`config.mk`:
```
export PLATFORM = sky130hd
export DESIGN_NAME = fccr_ctrl
export DESIGN_NICKNAME = d
export VERILOG_FILES = /design/src/hdl/fccr_pkg.sv /design/src/hdl/fccr_ctrl.sv
export SDC_FILE = /design/constraint.sdc
export NUM_CORES = 1
export LEC_CHECK = 0
export BUFFER_PORTS_ARGS = -buffer_cell sky130_fd_sc_hd__clkbuf_2
export CORE_MARGIN = 4
export CORE_UTILIZATION = 32
export DETAILED_ROUTE_END_ITERATION = 10
export MAX_ROUTING_LAYER = met4
export PLACE_DENSITY_LB_ADDON = 0.12
export SLEW_MARGIN = 40
export SYNTH_ARGS = -nofsm -noshare
export SYNTH_HDL_FRONTEND = slang
export SYNTH_SLANG_ARGS = --single-unit
export TNS_END_PERCENT = 10
```
`constraint.sdc`:
```
create_clock -name clk -period 4.8 [get_ports clk]
set_clock_uncertainty 0.1 [all_clocks]
set_input_delay 0.72 -clock clk [delete_from_list [all_inputs] [get_ports clk]]
set_output_delay 0.72 -clock clk [all_outputs]
set_load 0.005 [all_outputs]
```
`src/hdl/fccr_pkg.sv`:
```
`timescale 1ns / 1ps
package fccr_pkg;

	localparam int DATA_W   = 32;
	localparam int MU_W     = 18;
	localparam int MU_FRAC  = 16;
	localparam int ACC_W    = 64;

	// Iterative multiplier: first factor, second factor (one bit per step), product.
	localparam int MUL_A_W  = 60;
	localparam int MUL_B_W  = 44;
	localparam int MUL_P_W  = MUL_A_W + MUL_B_W;

	// Digit-by-digit square root.
	localparam int SQRT_IN_W  = 66;
	localparam int SQRT_OUT_W = SQRT_IN_W / 2;
	localparam int SQRT_REM_W = SQRT_OUT_W + 4;

	// Restoring divider.
	localparam int DIV_N_W = 92;
	localparam int DIV_D_W = 50;

	// Signed working values and their magnitudes.
	localparam int MAG_W  = MUL_B_W;
	localparam int PROJ_W = 42;
	localparam int SUM_W  = 88;

	typedef struct packed {
		logic                     start_req;
		logic signed [DATA_W-1:0] force_n;
		logic signed [DATA_W-1:0] force_t1;
		logic signed [DATA_W-1:0] force_t2;
		logic signed [DATA_W-1:0] vel_n;
		logic signed [DATA_W-1:0] vel_t1;
		logic signed [DATA_W-1:0] vel_t2;
		logic [MU_W-1:0]          friction;
	} contact_in_t;

	typedef struct packed {
		logic [ACC_W-1:0] contact_error;
		logic [ACC_W-1:0] error_sum;
		logic [1:0]       cone_case;
	} contact_out_t;

	typedef enum logic [1:0] {
		REGION_ZERO     = 2'd0,
		REGION_INSIDE   = 2'd1,
		REGION_BOUNDARY = 2'd2
	} region_t;

	typedef enum logic [4:0] {
		OP_VT1_SQ,
		OP_VT2_SQ,
		OP_SQRT_V,
		OP_MU_NUT,
		OP_A1_SQ,
		OP_A2_SQ,
		OP_SQRT_D,
		OP_MU_NT,
		OP_MU_D0,
		OP_REGION,
		OP_MU_MU,
		OP_DIV_P0,
		OP_MU_P0,
		OP_M_A1,
		OP_DIV_1,
		OP_M_A2,
		OP_DIV_2,
		OP_E0_SQ,
		OP_E1_SQ,
		OP_E2_SQ,
		OP_FINISH
	} op_t;

	typedef enum logic [1:0] {
		ST_IDLE,
		ST_LAUNCH,
		ST_WAIT,
		ST_FINISH
	} state_t;

	typedef struct packed {
		logic load;
		logic launch;
		logic capture;
		logic finish;
		op_t  op;
	} cmd_t;

	typedef struct packed {
		logic    done;
		region_t region;
	} status_t;

	function automatic logic [MAG_W-1:0] mag_of(input logic signed [MAG_W-1:0] v);
		return v[MAG_W-1] ? $unsigned(-v) : $unsigned(v);
	endfunction

endpackage

```
`src/hdl/fccr_ctrl.sv`:
```
`timescale 1ns / 1ps
module fccr_ctrl (
	input  logic               clk,
	input  logic               arst_n,
	input  logic               in_valid,
	output logic               in_ready,
	output logic               out_valid,
	input  logic               out_ready,
	output fccr_pkg::cmd_t     cmd,
	input  fccr_pkg::status_t  status
);
	import fccr_pkg::*;

	state_t state_q;
	state_t state_d;
	op_t    op_q;
	op_t    op_d;
	logic   out_valid_q;

	function automatic op_t next_op(input op_t op, input region_t region);
		unique case (op)
			OP_VT1_SQ: return OP_VT2_SQ;
			OP_VT2_SQ: return OP_SQRT_V;
			OP_SQRT_V: return OP_MU_NUT;
			OP_MU_NUT: return OP_A1_SQ;
			OP_A1_SQ:  return OP_A2_SQ;
			OP_A2_SQ:  return OP_SQRT_D;
			OP_SQRT_D: return OP_MU_NT;
			OP_MU_NT:  return OP_MU_D0;
			OP_MU_D0:  return OP_REGION;
			// Only a boundary projection needs the divisions.
			OP_REGION: return (region == REGION_BOUNDARY) ? OP_MU_MU : OP_E0_SQ;
			OP_MU_MU:  return OP_DIV_P0;
			OP_DIV_P0: return OP_MU_P0;
			OP_MU_P0:  return OP_M_A1;
			OP_M_A1:   return OP_DIV_1;
			OP_DIV_1:  return OP_M_A2;
			OP_M_A2:   return OP_DIV_2;
			OP_DIV_2:  return OP_E0_SQ;
			OP_E0_SQ:  return OP_E1_SQ;
			OP_E1_SQ:  return OP_E2_SQ;
			default:   return OP_FINISH;
		endcase
	endfunction

	always_ff @(posedge clk or negedge arst_n) begin
		if (!arst_n) begin
			state_q     <= ST_IDLE;
			op_q        <= OP_VT1_SQ;
			out_valid_q <= 1'b0;
		end else begin
			state_q <= state_d;
			op_q    <= op_d;
			if (cmd.finish) begin
				out_valid_q <= 1'b1;
			end else if (out_ready) begin
				out_valid_q <= 1'b0;
			end
		end
	end

	always_comb begin
		state_d  = state_q;
		op_d     = op_q;
		cmd      = '0;
		cmd.op   = op_q;
		in_ready = 1'b0;
		unique case (state_q)
			ST_IDLE: begin
				in_ready = 1'b1;
				if (in_valid) begin
					cmd.load = 1'b1;
					op_d     = OP_VT1_SQ;
					state_d  = ST_LAUNCH;
				end
			end
			ST_LAUNCH: begin
				if (op_q == OP_REGION) begin
					cmd.capture = 1'b1;
					op_d        = next_op(op_q, status.region);
				end else begin
					cmd.launch = 1'b1;
					state_d    = ST_WAIT;
				end
			end
			ST_WAIT: begin
				if (status.done) begin
					cmd.capture = 1'b1;
					op_d        = next_op(op_q, status.region);
					state_d     = (op_d == OP_FINISH) ? ST_FINISH : ST_LAUNCH;
				end
			end
			ST_FINISH: begin
				// The result register is written only once the previous item has left it.
				if (!out_valid_q || out_ready) begin
					cmd.finish = 1'b1;
					state_d    = ST_IDLE;
				end
			end
			default: begin
				state_d = ST_IDLE;
			end
		endcase
	end

	assign out_valid = out_valid_q;
endmodule

```
== Word-level counts from Yosys, hierarchy flattened ==
Cells that the tools add are included.

* Register bits after elaboration: 8
* Latch bits: 0
* Bits in writable memories: 0
* Memory bits (read-only): 0
* Input port bits: 7
* Output and inout bits: 11
* Logic and storage cells: 65
* Memories: 0

* Add/sub/neg operators: 0
* Multiply operators: 0
* Div/mod/pow operators: 0
* Magnitude comparators: 0
* Equal/unequal tests: 28
* Shift-type cells: 0
* Multiplexer cells: 26
* Bitwise operators: 0
* Reduce and logical (&&, ||, !) cells: 8

{| class="wikitable"
|+ Operators by type and width
! kind !! count
|-
| $pmux W5 S19 || 1
|-
| $eq A5 B4 Y1 const B || 8
|-
| $mux W5 || 6
|-
| $eq A5 B3 Y1 const B || 4
|-
| $eq A5 B5 Y1 const B || 4
|-
| $pmux W5 S3 || 1
|-
| $mux W1 || 11
|-
| $eq A5 B2 Y1 const B || 2
|-
| $mux W2 || 5
|-
| $ne A2 B2 Y1 const B || 5
|-
| $pmux W2 S4 || 1
|-
| $reduce_and A4 Y1 || 2
|-
| $eq A2 B2 Y1 const B || 3
|-
| $eq A5 B1 Y1 const B || 1
|-
| $logic_not A5 Y1 || 1
|-
| $reduce_bool A3 Y1 || 1
|-
| $eq A2 B1 Y1 const B || 1
|-
| $logic_not A2 Y1 || 1
|-
| $pmux W1 S2 || 1
|-
| $reduce_bool A2 Y1 || 1
|-
| $logic_not A1 Y1 || 1
|-
| $logic_or A1 B1 Y1 || 1
|}

== Depth between registers and ports, before layout ==
* Word-level depth: 9
* Mapped depth: 6
* Mapped depth without buffers: 6

== Least setup slack after synthesis ==
No wires, ideal clock.

* Kind: flip-flop to output port
* Start: register op_q[1]
* End: output cmd[6] (netlist name)
* Arrival time: 1234 ps
* Data required time: 3980 ps
* Slack: 2746 ps
* Stages on the path, launching flop included: 5
* Path buffers: 1
* Cells stage by stage: dfrtp_1 buf_6 nor4b_4 nand3_1 a21boi_0

{| class="wikitable"
|+ RTL lines
! element !! line !! source
|-
| start: declaration || fccr_ctrl.sv:16 || <nowiki>op_t op_q;</nowiki>
|-
| start signal: assignment || fccr_ctrl.sv:53 || <nowiki>op_q <= op_d;</nowiki>
|-
| end: declaration || fccr_ctrl.sv:9 || <nowiki>output fccr_pkg::cmd_t cmd,</nowiki>
|}

==> summary.md <==
| Metric | Value |
|---|---|
| Clock Tree Buf Depth | 2 |
| Post-Route WL | ~1700 um |
| Hold/Removal Path Class | input pin to async pin |
| Final nets | 110 |
| Lkg Pwr | 0.4041 nW |
| Core area | 2042 sq um |
| GRT overflow | 0 |
| Mapped Nets | a little over 90 |
| Int Power | 0.0002052 W |
| Reg clk slew, reported paths | ~50 ps |
| Initial antenna violation count | 0 |
| Ys Warns | 0 |
| Worst r2r src | state_q[0] |
| Vias in the first global route | 615 |
| Post-cts repair resize count | 0 |
| Status | complete, no violations |
| Final HPWL DP | 1377 um |
| Setup_tns | 0 ps |
| Maximum VDD drop | 0.0002555 V |
| Detailed router's first-iteration violation count | 11 |
| CTS tree | built |
| Cell area after synthesis | 711.9 sq um |
| GRT Overall Usage | 0.1286 |
| Final Util | 0.4038 |
| Tmin final | 2552 ps |
| Sw Pwr | 0.0001625 W |
| Ports | 18 |
| R2R Setup Slk | 2890 ps |
| Via count | approximately 670 |
| Htree depth | 1 |
| Kind of critical path | flip-flop to output port |
| Largest net degree at the start of global routing | 14 |
| Routed Antenna Nets | 0 |
| Ys flop type | dfrtp_1 |
| Sw Share | 0.4419 |
| Fin. max-slew vios | 0 |
| First-pass GRT wire length | 2697 um |
| Fmax | 391.8 MHz |
| Synthesized flop and latch total | 8 |
| Number of flops mapped to enable cells by yosys | 0 |
| Root Buffer Master | clkbuf_4 |
| CTS Hold Bufs | 0 |
| RSZ-0062 raised after global routing | no |
| Final setup margin | 2248 ps |
| Slew HR | 0.7398 |
| Initial core utilization | 0.3487 |
| Part of the cycle the worst path needs | 0.5318 |
| # diodes | 0 |
| Die ar. | 3043 sq um |
| CP Launch Type | flip-flop |
| Worst EP arrival | 1730 ps |
| Yosys cell types | 37 |
| Clk sinks | 8 |
| Syn_area_per_cell | 8.899 sq um |
| R2R depth | 6 |
| Area delta synth->final | 15.82% |
| DRC Markers | 0 |
| Setup bufs post-CTS | 0 |
| Pre-CTS setup slack | 2505 ps |
| Post-synth ARST share | 1.000 |
| Final hold vios | 0 |
| Final setup viols | 0 |
| WL per Instance | 13.76 um |
| First drt pass iteration count | 4 |
| Max cap viols | 0 |
| Logic pwr share | 0.545 |
| Hold WS | 208.7 ps |
| Share of cells above drive strength 1 | 0.2917 |
| Clk Latency, worst-skew pair | 250 ps |
| Via density | 5.407 |
| Reg2reg end | op_q[4] |
| CP endpoint kind | output port |
| Die height | ~55 um |
| TritonCTS Buffers | 3 |
| Max Fanout on Critical Path | 11 |
| Die width | 55.17 um |
| Buffers added on ports | 17 |
| # rows | 16 |
| RD Place Congestion | 0.8275 |
| Power density over the cells | 446.0 nW/um^2 |
| Slew @ Worst Pin | between 300 and 400 ps |
| Gate Count Post-Synth | 80 |
| Critical path required time | 3980 ps |
| Clock power share | 0.136 |
| Sequential power share | 0.319 |
| Post-synthesis sequential area ratio | 0.2812 |
[flip-flops by register name, summed over array words and instances (netlist names)]
register   cells
op_q           5
out_valid      1
state_q        2
[synth_stat cells (all sizes together), types with 2 or more instances]
library cell | instances | area, sq um
a211o | 3 | 26.28
a21oi | 3 | 15.01
a31oi | 2 | 12.51
and2 | 3 | 18.77
buf | 4 | 28.78
dfrtp | 8 | 200.2
ha | 5 | 62.56
inv | 8 | 30.03
nand2 | 4 | 15.01
nand2b | 5 | 31.28
nand3 | 2 | 10.01
nor2 | 2 | 7.510
nor2b | 4 | 25.02
nor3 | 4 | 20.02
o21ai | 4 | 20.02
[power groups by stage]
stage	logic, W	registers [W]	clock network (W)
3_5_place_dp	0.000203	0.000118	0
5_1_grt	0.000227	0.000122	0.0000583
4_1_cts	0.000204	0.000117	0.0000529
6_report	0.000200	0.000117	0.0000498
3_3_place_gp	0.000205	0.000117	0
2_1_floorplan	0.000155	0.000104	0
[layer usage]
metal / vias up / share of wire / track usage
met1: 307 / 0.43 / 0.1596
li1: 332 / - / -
met3: 6 / 0.043 / 0.03217
met5: - / 0 / -
met4: 0 / 0.037 / 0.07692
met2: 20 / 0.49 / 0.1870
[through the flow]
step                      instances  total power, W  cell area, sq um
after detailed placement        120       0.0003214             802.0
after floorplan                  80       0.0002589             711.9
after global placement          120       0.0003221             802.0
final                           123       0.0003677             824.5
after CTS                       123       0.0003741             824.5
after global routing            123       0.0004066             824.5
[worst max-delay path by stage]
| stage | startpoint | endpoint | slack (ps) | cells after the start |
|---|---|---|---|---|
| after floorplan | op_q[1] | cmd[6] | 2750 | 4 |
| after global placement | op_q[1] | cmd[6] | 2560 | 4 |
| after detailed placement | op_q[1] | cmd[6] | 2500 | 4 |
| after CTS | op_q[1] | cmd[6] | 2220 | 4 |
| after global routing | op_q[1] | cmd[6] | 2060 | 4 |
| final | op_q[1] | cmd[6] | 2250 | 4 |
[cell usage in the layout, fill, tap and decap left out, types with 2 or more instances in the layout]
cell / instances
dfrtp_1: 8
nor2_1: 2
and2_1: 3
o21ai_0: 4
nor3_1: 4
ha_1: 5
a31oi_1: 2
clkbuf_4: 3
nor2b_1: 4
nand2_1: 4
clkbuf_2: 17
nand2b_1: 5
nand3_1: 2
inv_1: 7
a21oi_1: 3
a211o_1: 3
[area by class of cell]
type | count | area, sq um
Fill cell | 223 | 1217
Multi-Input combinational cell | 60 | 452.9
Inverter | 8 | 30.03
Tap cell | 27 | 33.78
Timing Repair Buffer | 17 | 85.08
Sequential cell | 8 | 200.2
Clock buffer | 3 | 22.52
[critical path, stage by stage, from the launching register on]
cell,delay (ps)
dfrtp_1,510
nor4b_4,360
nand3_1,230
a21boi_0,240
clkbuf_2,140
[cells by family (layout without fill, tap and decap cells)]
| kind of cell | after synthesis | count (layout) | synth area share |
|---|---|---|---|
| buf+inv | 12 | 28 | 0.08261 |
| simple gates | 29 | 29 | 0.2513 |
| flops | 8 | 8 | 0.2812 |
| compound gates | 26 | 26 | 0.2970 |
| fa+ha+maj | 5 | 5 | 0.08787 |
Power figures use the tool's default switching activity.
